### src/hdl/apu_pkg.sv
`timescale 1ns / 1ps
// ----------------------------------------------------------------------------
// apu_pkg
// Shared widths, reset values and register codes of the parameter update block
// ----------------------------------------------------------------------------
package apu_pkg;

  localparam int IDX_W       = 12;
  localparam int VAL_W       = 32;
  localparam int STEP_W      = 16;
  localparam int EPS_W       = 24;
  localparam int CFG_IDX_W   = 2;
  localparam int CFG_DATA_W  = 32;
  localparam int IN_TDATA_W  = 96;
  localparam int OUT_TDATA_W = 48;

  localparam int ELEMENTS_DEF = 4096;

  // divider: 64-bit dividend, divisor up to 33 bits shifted left by 8
  localparam int DIV_NW_DEF = 64;
  localparam int DIV_DW_DEF = 41;

  localparam logic [32:0] ONE_Q32 = 33'h1_0000_0000;

  localparam logic [31:0] LR_RST  = 32'd4294967;
  localparam logic [31:0] B1_RST  = 32'd3865470566;
  localparam logic [31:0] B2_RST  = 32'd4290672329;
  localparam logic [23:0] EPS_RST = 24'd1;

  typedef enum logic [CFG_IDX_W-1:0] {
    REG_LEARNING_RATE  = 2'd0,
    REG_FIRST_DECAY    = 2'd1,
    REG_SECOND_DECAY   = 2'd2,
    REG_STABILITY_TERM = 2'd3
  } cfg_reg_t;

endpackage

### src/hdl/apu_div.sv
`timescale 1ns / 1ps
// ----------------------------------------------------------------------------
// apu_div
// Restoring unsigned divider, one quotient bit per cycle
// ----------------------------------------------------------------------------
module apu_div
  import apu_pkg::*;
#(
  parameter int NW = DIV_NW_DEF,
  parameter int DW = DIV_DW_DEF
) (
  input  logic          clk,
  input  logic          rst_n,
  input  logic          start,
  input  logic [NW-1:0] dividend,
  input  logic [DW-1:0] divisor,
  output logic          done,
  output logic [NW-1:0] quotient
);

  localparam int CW = (NW > 1) ? $clog2(NW) : 1;

  logic [NW-1:0] num_r;
  logic [DW-1:0] rem_r;
  logic [DW-1:0] den_r;
  logic [CW-1:0] cnt_r;
  logic          busy_r;
  logic          done_r;

  logic [DW:0] rem_sh;
  logic        ge;

  always_comb begin
    rem_sh = {rem_r, num_r[NW-1]};
    ge     = (rem_sh >= {1'b0, den_r});
  end

  always_ff @(posedge clk) begin
    if (!rst_n) begin
      busy_r <= 1'b0;
      done_r <= 1'b0;
      cnt_r  <= '0;
    end else begin
      done_r <= 1'b0;
      if (start) begin
        busy_r <= 1'b1;
        cnt_r  <= CW'(NW - 1);
      end else if (busy_r) begin
        cnt_r <= cnt_r - CW'(1);
        if (cnt_r == '0) begin
          busy_r <= 1'b0;
          done_r <= 1'b1;
        end
      end
    end
  end

  // quotient bits shift in behind the dividend
  always_ff @(posedge clk) begin
    if (start) begin
      num_r <= dividend;
      rem_r <= '0;
      den_r <= divisor;
    end else if (busy_r) begin
      num_r <= {num_r[NW-2:0], ge};
      rem_r <= ge ? DW'(rem_sh - {1'b0, den_r}) : rem_sh[DW-1:0];
    end
  end

  assign done     = done_r;
  assign quotient = num_r;

endmodule

### config.mk
export PLATFORM = sky130hd
export DESIGN_NAME = apu_div
export DESIGN_NICKNAME = d
export VERILOG_FILES = /design/src/hdl/apu_pkg.sv /design/src/hdl/apu_div.sv
export SDC_FILE = /design/constraint.sdc
export NUM_CORES = 1
export LEC_CHECK = 0
export BUFFER_PORTS_ARGS = -buffer_cell sky130_fd_sc_hd__buf_2
export CAP_MARGIN = 20
export CORE_UTILIZATION = 57
export DETAILED_ROUTE_END_ITERATION = 10
export PLACE_DENSITY = 0.81
export SLEW_MARGIN = 20
export SYNTH_ARGS = -nofsm -noshare
export SYNTH_HDL_FRONTEND = slang
export SYNTH_SLANG_ARGS = --single-unit
### constraint.sdc
create_clock -name clk -period 9.5 [get_ports clk]
set_clock_uncertainty 0.1 [all_clocks]
set_input_delay 2.375 -clock clk [delete_from_list [all_inputs] [get_ports clk]]
set_output_delay 2.375 -clock clk [all_outputs]
set_load 0.03 [all_outputs]
Yosys cells after proc, flatten, opt, wreduce, memory -nomap -nowiden:

Index checks and enable logic that the tools add are counted.

* flip-flop bits (word level): 154
* input bits: 108
* memory bits (read-only): 0
* memories: 0
* logic and storage cells: 23
* latch bits: 0
* bits in writable memories: 0

* magnitude comparators: 1
* shift operators: 0
* bitwise logic cells: 2
* add/subtract/negate cells: 2
* reductions and logical operators: 3
* muxes and demuxes: 9
* multipliers: 0
* equality and inequality tests: 0
* divide/modulo/power cells: 0

Operator list (number)
* two-way mux 64 bit: 2
* greater-or-equal comparator 42 x 41 -> 1 bit: 1
* two-way mux 41 bit: 1
* subtractor 41 bit: 1
* two-way mux 6 bit: 2
* zero test 6 bit: 1
* subtractor 6 x 1 -> 6 bit, second input constant: 1
* two-way mux 1 bit: 4
* OR reduction 3 bit: 1
* NOT 1 bit: 2
* nonzero test 2 bit: 1

Logic depth before layout (Yosys ltp):

* word-level depth: 4
* depth in mapped cells: 15
* mapped depth without buffers: 13

Least setup slack after synthesis:

Ideal clock, no wire load.

* path kind: input -> register
* start point: input start
* end point: register num_r[0] (netlist: quotient[0]), enable pin
* library setup time: 0.418 ns
* arrival: 4.383 ns
* path slack: 4.599 ns
* buffers on the path: 3
* stages: 5
* required time: 8.982 ns
* cell sequence: clkbuf_1 > clkbuf_1 > nor2_1 > clkbuf_1 > inv_1

* word-level cells in the longest chain between the ends: 1

Ends and longest elaborated chain
* from (decl): RTL line apu_div.sv:14 `input logic start,`
* nonzero test 2 bit (no source line)
* to (signal assigned): RTL line apu_div.sv:61 `num_r <= dividend;`
* to (signal assigned): RTL line apu_div.sv:65 `num_r <= {num_r[NW-2:0], ge};`
* to (decl): RTL line apu_div.sv:23 `logic [NW-1:0] num_r;`

Every way passes these cells.
A chain may end at the register's enable or synchronous reset.

Final worst setup path:

* start point: register num_r[63] (netlist: quotient[63])
* end point: register rem_r[33]

* word-level cells in the longest chain between the ends: 2

Ends and longest elaborated chain
* subtractor 41 bit or greater-or-equal comparator 42 x 41 -> 1 bit (tied branches): RTL line apu_div.sv:66, apu_div.sv:35
* two-way mux 41 bit *: RTL line apu_div.sv:66 `rem_r <= ge ? DW'(rem_sh - {1'b0, den_r}) : rem_sh[DW-1:0];`
* to (signal assigned): RTL line apu_div.sv:66
* to (decl): RTL line apu_div.sv:24 `logic [DW-1:0] rem_r;`

Mark *: on every way between the ends. The rest lies on a longest branch, timed or not.

==> metrics.md <==
| Metric | Value |
|---|---|
| Post-CTS Hold Buffers | `0` |
| Placer Congestion | `between 0.9 and 1` |
| Dpl cells | `~1,100` |
| Most used DFF post-synth | `edfxtp_1` |
| Yosys top cell by area | `edfxtp_1` |
| Worst-path clk slew | `about 0.070 ns` |
| Seq/Total Area, Yosys | `between 40% and 50%` |
| Area contributors post-synth | `edfxtp_1, dfxtp_1, mux2_2` |
| Most frequent cells in the layout | `buf_2, edfxtp_1, nor2_1` |
| Post-detailed-route wirelength per cell | `approximately 16 um` |
| CTS tree | `done` |
| Ports | `roughly 170` |
| Htree depth | `4` |
| Initial antenna violation count | `0` |
| Slew Limit Fails | `0` |
| Ant diodes | `0` |
| Worst slew pin tran | `0.941 ns` |
| Final setup viols | `0` |
| Yosys warnings | `0` |
| Final setup TNS | `0 ns` |
| Vias in the first global route | `between 6,000 and 7,000` |
| Synthesized flop and latch total | `around 150` |
| Unique masters post-synth | `59` |
| Worst setup SP type | `flip-flop` |
| Post-synthesis cell area | `0.00855 mm^2` |
| CTS buffer count | `17` |
| CP endpoint kind | `flip-flop` |
| Die Y | `roughly 120 um` |
| Initial core utilization | `roughly 60%` |
| Row cnt | `44` |
| Final Power | `between 1500 and 2000 uW` |
| Antenna Nets Post-Route | `0` |
| Drc violations | `0` |
| PwrDens | `approximately 190 mW/mm^2` |
| Total track usage | `approximately 25%` |
| Lkg Pwr | `approximately 0.0043 uW` |
| Core area | `between 0.01 and 0.015 mm^2` |
| Yosys top cell area share | `around 37%` |
| Full die area | `about 0.016 mm^2` |
| Outcome | `finished, final reports clean` |
| Post-Route WL | `about 19,000 um` |
| WP data required | `around 10 ns` |
| Worst vdd ir | `between 0.00015 and 0.0002 V` |
| Max-Cap Viols | `0` |
| Worst-Skew Late Latency | `0.43 ns` |
| # resized after CTS | `0` |
| Via count | `~6,600` |
| Final nets | `roughly 1,100` |
| Largest net degree at the start of global routing | `65` |
| Final Cycle Share | `roughly 45%` |
| Die width | `125 um` |
| Vias/cell | `around 5.7` |
| Hold Vio Cnt, Final | `0` |
| Drt initial violations | `~380` |
| Cells after synthesis | `approximately 810` |
| Syn_area_per_cell | `10.6 um^2` |
| Maximum clock frequency | `approximately 240 MHz` |
| WS Path Type | `flip-flop to flip-flop` |
| Non-Filler Instances | `approximately 1,200` |
| P&R area growth vs syn | `17.7%` |
| Slew headroom | `a little under two fifths` |
| Worst Path Arrival | `4.46 ns` |
| Post-synth EDFFs | `105` |
| RSZ-0062 raised after global routing | `no` |
| GR Overflow Total | `0` |
| Commonest non-fill, non-tap cell in the layout | `buf_2` |
| Share of cells above drive strength 1 | `29.1%` |
| PortBufs | `172` |
| DPL Wire Length | `between 10,000 and 15,000 um` |
| Hold Crit Class | `flip-flop to flip-flop` |
| Async SR Flop Fraction | `0%` |
| Clock Sinks | `154` |
| Clk root buf | `clkbuf_16` |
| Clock Path Buffers | `2` |
| Detailed Routing Iterations Pass 1 | `7` |
| Worst Path Max Fanout | `47` |
| Post-Syn Nets | `960` |
| First-pass GRT wire length | `31,000 um` |
| Tmin final | `4.25 ns` |
| Post-CTS Setup Bufs | `0` |
==> stage by stage <==
stage | util (%) | instance area, um^2 | setup WS [ns] | hold WS [ns]
2_1_floorplan | - | 8550 | 4.60 | 0.348
3_3_place_gp | 65.2 | 9510 | 4.99 | 0.377
3_5_place_dp | 65.2 | 9510 | 4.96 | 0.388
4_1_cts | 69.0 | 10100 | 5.27 | 0.395
5_1_grt | 69.0 | 10100 | 5.03 | 0.419
6_report | 69.0 | 10100 | 5.25 | 0.397
==> flip-flops by register name, indices dropped and copies added (netlist names) <==
| signal | flops |
|---|---|
| done | 1 |
| den_r | 41 |
| cnt_r | 6 |
| rem_r | 41 |
| busy_r | 1 |
| quotient | 64 |
==> where the power goes <==
group	internal, uW	switching, uW	total [uW]	leakage [uW]
Clock	365	288	653	0.000274
Combinational	173	272	444	0.00254
Sequential	788	34.7	822	0.00145
==> worst max-delay path, stage by stage (launching register included) <==
cell,delay (ns)
edfxtp_1,0.39
inv_1,0.10
ha_1,0.16
inv_1,0.05
fa_1,0.41
a21o_1,0.23
a311o_1,0.40
a211oi_2,0.27
nor3_1,0.12
a311oi_2,0.41
o221ai_4,0.26
buf_4,0.40
nand2_1,0.33
nor4_1,0.10
or3_1,0.37
==> worst paths after layout <==
check,start,endpoint,slack (ns),depth (start not counted)
min reg2reg,rem_r[4],rem_r[4],0.40,2
max reg2reg,quotient[63],rem_r[33],5.25,14
min,rem_r[4],rem_r[4],0.40,2
max,quotient[63],rem_r[33],5.25,14
==> kinds of logic (layout without fill, tap and decap cells) <==
kind of cell    count (synthesis)  in the layout  share of synthesized area (%)
simple gates                  204            204                           11.0
flops                         154            154                           48.3
fa+ha+maj                      44             44                           6.52
mux                            89             89                           11.4
compound gates                184            184                           13.8
buf+inv                        92            265                           4.71
xor+xnor                       41             41                           4.20
==> layout make-up <==
cell class                 instances  area, um^2
clock buffer                      17         425
sequential                       154        4140
inverter                          56         210
fill                            1083        4520
multi-input combinational        562        4030
clock inverter                    15         138
timing repair buffer             177         905
tap                              184         230
==> cell usage after synthesis, drive strengths merged, types with 9 or more instances <==
cell type and count:
nand4 9, clkbuf 23, xnor2 20, nand2 63, a21oi 54, o21ai 44
xor2 21, a211oi 28, dfxtp 49, buf 13, mux2i 23, a21o 13
nand3 13, mux2 66, edfxtp 105, ha 43, nor3 10, inv 56
nor2 72
==> routing by layer <==
layer  global-route usage [%]  vias to the layer above  part of all wire, %
li1                         -                     3273                    -
met1                     31.5                     3121                   44
met2                     41.4                      227                   48
met3                     7.04                       22                  6.7
met4                     8.01                        0                  1.7
met5                        0                        -                    0
No activity file was read; power rests on OpenSTA's default activity.
