**config.mk**
```make
export PLATFORM = sky130hd
export DESIGN_NAME = apu_isqrt
export DESIGN_NICKNAME = d
export VERILOG_FILES = /design/src/hdl/apu_pkg.sv /design/src/hdl/apu_isqrt.sv
export SDC_FILE = /design/constraint.sdc
export NUM_CORES = 1
export LEC_CHECK = 0
export BUFFER_PORTS_ARGS = -buffer_cell sky130_fd_sc_hd__buf_4
export CAP_MARGIN = 20
export CORE_MARGIN = 2
export CORE_UTILIZATION = 53
export CTS_CLUSTER_SIZE = 40
export DETAILED_ROUTE_END_ITERATION = 8
export HOLD_SLACK_MARGIN = 0.02
export PLACE_DENSITY = 0.77
export SETUP_SLACK_MARGIN = 0.5
export SLEW_MARGIN = 20
export SYNTH_ARGS = -nofsm -noshare
export SYNTH_HDL_FRONTEND = slang
export SYNTH_SLANG_ARGS = --single-unit
```
**constraint.sdc**
```tcl
create_clock -name clk -period 2.6 [get_ports clk]
set_clock_uncertainty 0.2 [all_clocks]
set_input_delay 0 -clock clk [delete_from_list [all_inputs] [get_ports clk]]
set_output_delay 0 -clock clk [all_outputs]
set_load 0.05 [all_outputs]
```
**src/hdl/apu_pkg.sv**
```systemverilog
`timescale 1ns / 1ps
// ----------------------------------------------------------------------------
// apu_pkg
// Shared widths, reset values and register codes of the parameter update block
// ----------------------------------------------------------------------------
package apu_pkg;

  localparam int IDX_W       = 12;
  localparam int VAL_W       = 32;
  localparam int STEP_W      = 16;
  localparam int EPS_W       = 24;
  localparam int CFG_IDX_W   = 2;
  localparam int CFG_DATA_W  = 32;
  localparam int IN_TDATA_W  = 96;
  localparam int OUT_TDATA_W = 48;

  localparam int ELEMENTS_DEF = 4096;

  // divider: 64-bit dividend, divisor up to 33 bits shifted left by 8
  localparam int DIV_NW_DEF = 64;
  localparam int DIV_DW_DEF = 41;

  localparam logic [32:0] ONE_Q32 = 33'h1_0000_0000;

  localparam logic [31:0] LR_RST  = 32'd4294967;
  localparam logic [31:0] B1_RST  = 32'd3865470566;
  localparam logic [31:0] B2_RST  = 32'd4290672329;
  localparam logic [23:0] EPS_RST = 24'd1;

  typedef enum logic [CFG_IDX_W-1:0] {
    REG_LEARNING_RATE  = 2'd0,
    REG_FIRST_DECAY    = 2'd1,
    REG_SECOND_DECAY   = 2'd2,
    REG_STABILITY_TERM = 2'd3
  } cfg_reg_t;

endpackage

```
**src/hdl/apu_isqrt.sv**
```systemverilog
`timescale 1ns / 1ps
// ----------------------------------------------------------------------------
// apu_isqrt
// Iterative integer square root, two radicand bits per cycle
// ----------------------------------------------------------------------------
module apu_isqrt
  import apu_pkg::*;
(
  input  logic        clk,
  input  logic        rst_n,
  input  logic        start,
  input  logic [63:0] radicand,
  output logic        done,
  output logic [31:0] root
);

  logic [63:0] x_r;
  logic [33:0] rem_r;
  logic [31:0] root_r;
  logic [4:0]  cnt_r;
  logic        busy_r;
  logic        done_r;

  logic [35:0] rem_sh;
  logic [35:0] trial;
  logic        ge;

  always_comb begin
    rem_sh = {rem_r, x_r[63:62]};
    trial  = {2'b00, root_r, 2'b01};
    ge     = (rem_sh >= trial);
  end

  always_ff @(posedge clk) begin
    if (!rst_n) begin
      busy_r <= 1'b0;
      done_r <= 1'b0;
      cnt_r  <= '0;
    end else begin
      done_r <= 1'b0;
      if (start) begin
        busy_r <= 1'b1;
        cnt_r  <= 5'd31;
      end else if (busy_r) begin
        cnt_r <= cnt_r - 5'd1;
        if (cnt_r == 5'd0) begin
          busy_r <= 1'b0;
          done_r <= 1'b1;
        end
      end
    end
  end

  always_ff @(posedge clk) begin
    if (start) begin
      x_r    <= radicand;
      rem_r  <= '0;
      root_r <= '0;
    end else if (busy_r) begin
      x_r    <= {x_r[61:0], 2'b00};
      rem_r  <= ge ? 34'(rem_sh - trial) : rem_sh[33:0];
      root_r <= {root_r[30:0], ge};
    end
  end

  assign done = done_r;
  assign root = root_r;

endmodule

```
# --- Word-level counts from Yosys, hierarchy flattened ---
# Cells that the tools add are included.
totals:
  inputBits: 67
  regBits: 137
  out_inout_bits: 33
classes:
  muxes: 9
  n_reduce_logical: 3
  n_bitwise: 2
  n_addsub: 2
  n_lt_le_gt_ge: 1
op_table:
  columns: ["operator", "count"]
  rows:
  - ["$mux W64", 2]
  - ["$ge A36 B34 Y1", 1]
  - ["$mux W34", 1]
  - ["$sub A34 B34 Y34", 1]
  - ["$mux W5", 2]
  - ["$logic_not A5 Y1", 1]
  - ["$sub A5 B1 Y5 const B", 1]
  - ["$mux W1", 4]
  - ["$reduce_or A3 Y1", 1]
  - ["$not A1 Y1", 2]
  - ["$reduce_bool A2 Y1", 1]

# --- Longest topological paths before layout ---
# Gate-level depths: netlist of the first run.
logic_depth:
  depth_word: 4
  depth_mapped: 14
  mapped_depth_nobuf: 11

# --- Worst setup path before layout of the first run ---
# OpenSTA, ideal clock, no wires.
synth_timing:
  kind: "reg-to-reg"
  from: "register root_r[2] (netlist: root[2])"
  to: "register rem_r[25]"
  setup_time_ps: 87
  t_required_ps: 2313
  period_less_slack_ps: 3196
  setup_slack_ps: -596
  path_stages_with_launch: 14
  t_arrival_ps: 2909
  path_buffers: 2
  path_cell_list: "dfxtp_1 inv_1 ha_1 a21o_2 a21oi_1 a31oi_2 a311oi_1 nor4_1 o21ai_1 a21o_1 buf_4 buf_2 a32oi_1 o31ai_1"
synth_via:
  elab_chain_len: 2
  elab_cells_between_ends: 3
  cone_classes: "1 x add/sub; 1 x order compare; 1 x mux"
synth_rtl:
  columns: ["element", "line", "rtl"]
  rows:
  - ["start: declaration", "apu_isqrt.sv:19", "logic [31:0] root_r;"]
  - ["start signal: assignment", "apu_isqrt.sv:62", "root_r <= {root_r[30:0], ge};"]
  - ["$sub A34 B34 Y34 / $ge A36 B34 Y1 (equally long branches)", "apu_isqrt.sv:61, apu_isqrt.sv:31", null]
  - ["$mux W34 *", "apu_isqrt.sv:61", "rem_r <= ge ? 34'(rem_sh - trial) : rem_sh[33:0];"]
  - ["end signal: assignment", "apu_isqrt.sv:61", null]
  - ["end: declaration", "apu_isqrt.sv:18", "logic [33:0] rem_r;"]
# Mark *: on every way between the ends. The rest lies on a longest branch, timed or not.
# A chain may end at the register's enable or synchronous reset.

# --- Worst setup path after layout of the first run ---
layout_timing:
  from: "register x_r[63]"
  to: "register rem_r[10]"
layout_via:
  elab_chain_len: 2
  elab_cells_between_ends: 3
  cone_classes: "1 x add/sub; 1 x order compare; 1 x mux"
layout_rtl:
  columns: ["element", "line", "rtl"]
  rows:
  - ["start: declaration", "apu_isqrt.sv:17", "logic [63:0] x_r;"]
  - ["start signal: assignment", "apu_isqrt.sv:56", "x_r <= radicand;"]
  - ["start signal: assignment", "apu_isqrt.sv:60", "x_r <= {x_r[61:0], 2'b00};"]
  - ["$sub A34 B34 Y34 / $ge A36 B34 Y1 (equally long branches)", "apu_isqrt.sv:61, apu_isqrt.sv:31", null]
  - ["$mux W34 *", "apu_isqrt.sv:61", null]
# Marked as above.

==> flow_metrics.env, run 1 <==
export IMPL_ctsHtreeMaxLevel=4
export IMPL_power_frac_seq=0.201
export IMPL_first_pass_iters=7
export IMPL_whs_ps=223
export IMPL_diodes=0
export IMPL_cp_buffers_inverters=4
export IMPL_clk_pin_slew_ps=60
export IMPL_synth_top_family_by_area="multiplexers"
export IMPL_min_period_ps=3090
export IMPL_antenna_found_initial=0
export IMPL_postRouteAntennaNets=0
export IMPL_leakagePower_nw=5.02
export IMPL_p_clk_frac=0.173
export IMPL_syn_num_nets=859
export IMPL_syn_inst=756
export IMPL_cts_tree="built"
export IMPL_syn_avg_cell_area_sq_um=9.96
export IMPL_vias=7599
export IMPL_grt_pass1_vias=7865
export IMPL_required_ps=2730
export IMPL_drc=1
export IMPL_synthMuxAreaShare=0.143
export IMPL_slew_viol_final=0
export IMPL_clk_latency_ps=430
export IMPL_die_area_sq_mm=0.0152
export IMPL_peakVddDrop_uv=788
export IMPL_wl_um=26300
export IMPL_intPower_mw=8.12
export IMPL_routabilityCongestion=0.921
export IMPL_cp_max_fo=6
export IMPL_swShare=0.403
export IMPL_setup_viol=35
export IMPL_grt_first_pass_wirelength_um=40300
export IMPL_finalCritPeriodShare=1.19
export IMPL_drv_cap=0
export IMPL_row_count=43
export IMPL_p_total_mw=13.6
export IMPL_cts_sinks=137
export IMPL_max_freq_mhz=323
export IMPL_drive_gt1_frac=0.470
export IMPL_min_path_type="in2reg"
export IMPL_cp_top_family="compound AO/OA/AOI/OAI gates"
export IMPL_ys_ff_latch=137
export IMPL_use_met1=0.399
export IMPL_synth_adder_area_share=0.0598
export IMPL_start_kind="register"
export IMPL_ys_seq_area_frac=0.449
export IMPL_final_area_sq_mm=0.0118
export IMPL_hold_viol=0
export IMPL_root_buffer="clkbuf_16"
export IMPL_max_slew_margin=0.338
export IMPL_synth_xor_area_share=0.0395
export IMPL_outcome="finished, violations left"
export IMPL_ys_flop_type="dfxtp_1"
export IMPL_critPathKind="reg2reg"
export IMPL_arrival_ps=3220
export IMPL_yosysUniqueCellTypes=59
export IMPL_cp_end_kind="register"
export IMPL_viasPerCell=5.98
export IMPL_rsz0062_at_grt="true"
export IMPL_cp_cell_sequence="inv_2 > ha_4 > and2b_2 > o2111ai_4 > a31oi_4 > a311oi_2 > nor4_2 > o21ai_1 > buf_4 > a21oi_4 > buf_6 > buf_6 > nand2_2 > a311oi_2"
export IMPL_top_usage_layer="met2"
export IMPL_p_comb_frac=0.626
export IMPL_cts_made_buffers=17
export IMPL_grt_use_met3=0.0627
export IMPL_gr_usage_all_layers=0.347
export IMPL_clock_path_buffers=2
export IMPL_nets=1182
export IMPL_crit_slowest_cell="edfxtp_1"
export IMPL_yosys_area_share_simple=0.127
export IMPL_synth_edf_count=64
export IMPL_tightest_slew_ps=991
export IMPL_drtIter0Drc=671
export IMPL_slowest_delay_ps=430
export IMPL_gr_total_overflow=0
export IMPL_place_area_sq_mm=0.00987
export IMPL_grt_max_degree=50
export IMPL_p_per_area_mw_per_mm2=1160
export IMPL_worst_slack_ps=-491
export IMPL_io_buffers=99
export IMPL_core_area_sq_mm=0.0139
export IMPL_violations="design-rule violations, negative setup slack"
export IMPL_syn_to_final_growth_pct=56.4
export IMPL_yosys_warnings=0
export IMPL_die_h_um=123
export IMPL_die_w_um=123
export IMPL_ioPinCount=100
export IMPL_start_util=0.542
export IMPL_hpwl_um=14300
export IMPL_synth_compound_area_frac=0.132
export IMPL_placed_cells=1148
export IMPL_synth_area_sq_mm=0.00753
export IMPL_wl_per_cell_um=20.7
export IMPL_grtUsageMet2=0.613
export IMPL_finalNonFillerCells=1270
export IMPL_synthArstFlopShare=0
export IMPL_p_sw_mw=5.48
export IMPL_fillers=676
layer usage:
layer | wire length (um) | share of wire
met4 | 1370 | 0.052
met5 | 0 | 0
met2 | 13400 | 0.51
met1 | 9870 | 0.38
met3 | 1650 | 0.063
worst paths after layout:
| path | start | endpoint | slack (ps) | depth (start not counted) |
|---|---|---|---|---|
| max | x_r[63]$_DFFE_PP_ | rem_r[10]$_SDFFE_PP0P_ | -490 | 14 |
| min | radicand[20] | x_r[20]$_DFFE_PP_ | 220 | 3 |
| max reg2reg | x_r[63]$_DFFE_PP_ | rem_r[10]$_SDFFE_PP0P_ | -490 | 14 |
| min reg2reg | rem_r[32]$_SDFFE_PP0P_ | rem_r[32]$_SDFFE_PP0P_ | 280 | 2 |
state kept, by name (all words and copies together) (netlist names):
signal  flops
root       32
done        1
cnt_r       5
busy_r      1
x_r        64
rem_r      34
cells in the mapped netlist, drive strengths merged (2+ instances only):
master / number / share of area
and4: 3 / 0.0035
nand4: 10 / 0.0083
nand2b: 2 / 0.0017
nor3: 8 / 0.0053
xnor2: 19 / 0.022
inv: 45 / 0.022
mux2: 63 / 0.094
a32oi: 5 / 0.0058
o21ai: 22 / 0.015
mux2i: 37 / 0.049
o31ai: 5 / 0.0050
dfxtp: 73 / 0.19
ha: 36 / 0.060
xor2: 15 / 0.017
clkbuf: 32 / 0.016
a31oi: 7 / 0.0066
a21o: 13 / 0.013
o21bai: 3 / 0.0030
nand4b: 2 / 0.0023
nor2: 79 / 0.039
and2: 3 / 0.0025
or4: 3 / 0.0035
or3: 4 / 0.0033
edfxtp: 64 / 0.26
nand2: 76 / 0.038
a21oi: 42 / 0.029
a311oi: 22 / 0.026
buf: 14 / 0.010
and3: 2 / 0.0017
o21a: 7 / 0.0070
o2111ai: 3 / 0.0035
a41oi: 2 / 0.0023
nand3: 11 / 0.0073
a2111oi: 2 / 0.0023
nor4: 3 / 0.0025
nor2b: 4 / 0.0033
per-stage QoR:
step,setup WS [ps],TNS [ps],utilization
4_1_cts,-245,-6620,0.830
3_5_place_dp,-312,-7460,0.711
6_report,-491,-14800,0.849
5_1_grt,-534,-16240,0.849
2_1_floorplan,-177,-4240,-
3_3_place_gp,-230,-4430,0.711
cells in the final DEF, fill, tap and decap left out, drive strengths merged, types with 15 or more instances in the layout:
master       Yosys  routed
dfxtp           73      73
mux2            63      63
o21ai           22      22
edfxtp          64      64
nor2            79      79
inv             45      45
a311oi          22      22
clkbuf          32      19
xnor2           19      19
a21oi           42      42
xor2            15      15
ha              36      36
buf             14     282
nand2           76      76
dlygate4sd3      0      67
mux2i           37      37
cells by family (layout without fill, tap and decap cells):
family          Yosys count  count (layout)
compound gates          144             144
xor+xnor                 34              34
fa+ha+maj                36              36
buf+inv                  91             425
flops                   137             137
mux                     100             100
simple gates            214             214
power by group through the flow:
stage	Clock, mW	Combinational (mW)	Sequential, mW
6_report	2.36	8.52	2.73
5_1_grt	2.46	8.92	2.75
4_1_cts	2.35	7.36	2.70
3_5_place_dp	0	6.15	2.74
3_3_place_gp	0	6.04	2.72
2_1_floorplan	0	3.95	2.74
area by class of cell:
class                   count  area, sq um  share of cell area
flip-flops and latches    137         3500               0.297
clock inverters            12          129              0.0109
repair buffers            350         2920               0.248
multi-input cells         528         4410               0.374
well taps                 180          225              0.0191
inverters                  45          175              0.0149
clock buffers              18          429              0.0364
repair_timing:
action                                  in CTS  in global routing
gates cloned                                 2                  1
hold buffers                                67                  0
endpoints found under the setup margin      35                 35
hold endpoints to repair                    86                  0
setup buffers                               18                  4
pin swaps                                   28                 18
gates resized for setup                     60                 40
worst min-delay path: stages:
cell           delay, ps
dlygate4sd3_1        520
buf_4                 90
mux2_2               120
Power figures use the tool's default switching activity.
==> run 2, diff against run 1 <==
CORE_UTILIZATION = 63   (was 53)
GPL_TIMING_DRIVEN = 0   (was default)
PLACE_DENSITY = 0.86   (was 0.77)
clock period = 4 ns   (was 2.6 ns; I/O delays follow)
==> run 2 against run 1 <==
The flow now finishes without violations. Setup slack better by 890 ps. Via count is 1.6% lower. Design area is 17% lower. Sequential power is 34% lower. Final cell count is 14% lower. Die area is 15% lower. Routed wire length hardly changed.
==> flow_metrics.env, run 2 (same netlist as run 1, synthesis figures left out) <==
export IMPL_p_per_area_mw_per_mm2=705
export IMPL_rsz0062_at_grt="false"
export IMPL_max_freq_mhz=277
export IMPL_start_kind="register"
export IMPL_drive_gt1_frac=0.246
export IMPL_drv_cap=0
export IMPL_cts_made_buffers=17
export IMPL_leakagePower_nw=4.02
export IMPL_root_buffer="clkbuf_16"
export IMPL_max_slew_margin=0.368
export IMPL_arrival_ps=3780
export IMPL_cts_tree="built"
export IMPL_grt_first_pass_wirelength_um=38200
export IMPL_postRouteAntennaNets=0
export IMPL_required_ps=4180
export IMPL_hpwl_um=12900
export IMPL_tightest_slew_ps=948
export IMPL_peakVddDrop_uv=451
export IMPL_fin_setup_tns_ps=0
export IMPL_viasPerCell=6.84
export IMPL_first_pass_iters=6
export IMPL_crit_slowest_cell="a21oi_1"
export IMPL_core_area_sq_mm=0.0116
export IMPL_die_area_sq_mm=0.0128
export IMPL_layout_commonest_cell="buf_4"
export IMPL_min_path_type="in2reg"
export IMPL_wl_per_cell_um=24.0
export IMPL_slowest_delay_ps=400
export IMPL_finalCritPeriodShare=0.901
export IMPL_clock_path_buffers=2
export IMPL_setup_viol=0
export IMPL_cp_cell_sequence="inv_1 > ha_1 > clkbuf_2 > a21oi_2 > o21ai_0 > a221o_1 > a21oi_1 > o21ai_0 > o21ai_2 > a21o_1 > buf_4 > clkbuf_4 > a32oi_1 > nand2_1"
export IMPL_ioPinCount=100
export IMPL_outcome="finished clean"
export IMPL_placed_cells=997
export IMPL_cp_max_fo=10
export IMPL_layout_common_cells="buf_4 (102), nor2_1 (79), nand2_1 (76), dfxtp_1 (73), dlygate4sd3_1 (65)"
export IMPL_gr_total_overflow=0
export IMPL_critPathKind="reg2reg"
export IMPL_vias=7479
export IMPL_largest_register="x_r"
export IMPL_hold_viol=0
export IMPL_die_h_um=113
export IMPL_drc=0
export IMPL_clk_pin_slew_ps=70
export IMPL_crit_top_cell="o21ai_0"
export IMPL_grt_max_degree=66
export IMPL_cts_sinks=137
export IMPL_grt_pass1_vias=7032
export IMPL_regToRegSetupSlack_ps=400
export IMPL_routabilityCongestion=0.971
export IMPL_cp_end_kind="register"
export IMPL_drtIter0Drc=1130
export IMPL_post_cts_buffers=0
export IMPL_syn_to_final_growth_pct=29.8
export IMPL_min_period_ps=3600
export IMPL_clk_latency_ps=440
export IMPL_ctsHtreeMaxLevel=4
export IMPL_worst_slack_ps=396
export IMPL_die_w_um=113
export IMPL_start_util=0.651
export IMPL_diodes=0
export IMPL_place_ws_ps=674
export IMPL_largest_reg_flops=64
export IMPL_row_count=39
export IMPL_antenna_found_initial=1
export IMPL_nets=1041
export IMPL_slew_viol_final=0
export IMPL_wl_um=26300
export IMPL_finalNonFillerCells=1094
export IMPL_io_buffers=98
export IMPL_gr_usage_all_layers=0.388
-- run 2: cell types whose count changed in the layout (fill, tap and decap cells not counted), sizes merged --
cell and delta:
clkbuf +33, clkinv +4, bufinv -1, inv +1, dlygate4sd3 -2, buf -172
clkinvlp -2
-- run 2: critical path: cells and delay by family (launching register included) --
| kind | cells | cell delay (ps) |
|---|---|---|
| AO/OA/AOI/OAI | 8 | 1820 |
| buffers and inverters | 4 | 730 |
| flip-flops | 1 | 370 |
| adder cells (fa/ha/maj) | 1 | 290 |
| AND/OR/NAND/NOR | 1 | 140 |
-- run 2: per-stage QoR --
stage / utilization / hold slack (ps) / power (mW) / cell area (sq um)
floorplan: - / -2.41 / 4.07 / 7530
global placement: 0.730 / 85.5 / 4.65 / 8440
detailed placement: 0.730 / 87.3 / 4.73 / 8450
CTS: 0.835 / 113 / 6.30 / 9650
global route: 0.845 / 177 / 7.13 / 9770
finish: 0.845 / 151 / 6.89 / 9770
-- run 2: timing repair --
action | in CTS | in global routing
hold buffers | 65 | 0
hold endpoints to repair | 71 | 0
endpoints found under the setup margin | 0 | 35
resized for setup | 0 | 37
-- run 2: cell type report --
cell class	instances	area, sq um
buffer	46	214
clock buffer	18	429
clock inverter	14	128
fill	550	1790
inverter	45	171
multi-input combinational	528	3880
sequential	137	3380
tap	143	179
timing repair buffer	163	1390
-- run 2: worst paths after layout --
check / startpoint / endpoint / cells past startpoint
max: root[23]$_SDFFE_PP0P_ / rem_r[28]$_SDFFE_PP0P_ / 14
min: start / rem_r[29]$_SDFFE_PP0P_ / 4
max reg2reg: root[23]$_SDFFE_PP0P_ / rem_r[28]$_SDFFE_PP0P_ / 14
min reg2reg: rem_r[7]$_SDFFE_PP0P_ / rem_r[9]$_SDFFE_PP0P_ / 2
-- run 2: power breakdown --
part	internal, mW	switching, mW
sequential	1.67	0.149
combinational	1.37	2.16
clock	0.858	0.689
total	3.89	3.00
-- run 2: per-layer routing --
metal	wire length, um	share of wire	vias up	track usage
met5	0	0	-	0
met4	1760	0.067	0	0.178
met3	2970	0.11	213	0.111
met2	12500	0.48	653	0.650
met1	9000	0.34	3526	0.463
li1	-	-	3087	-
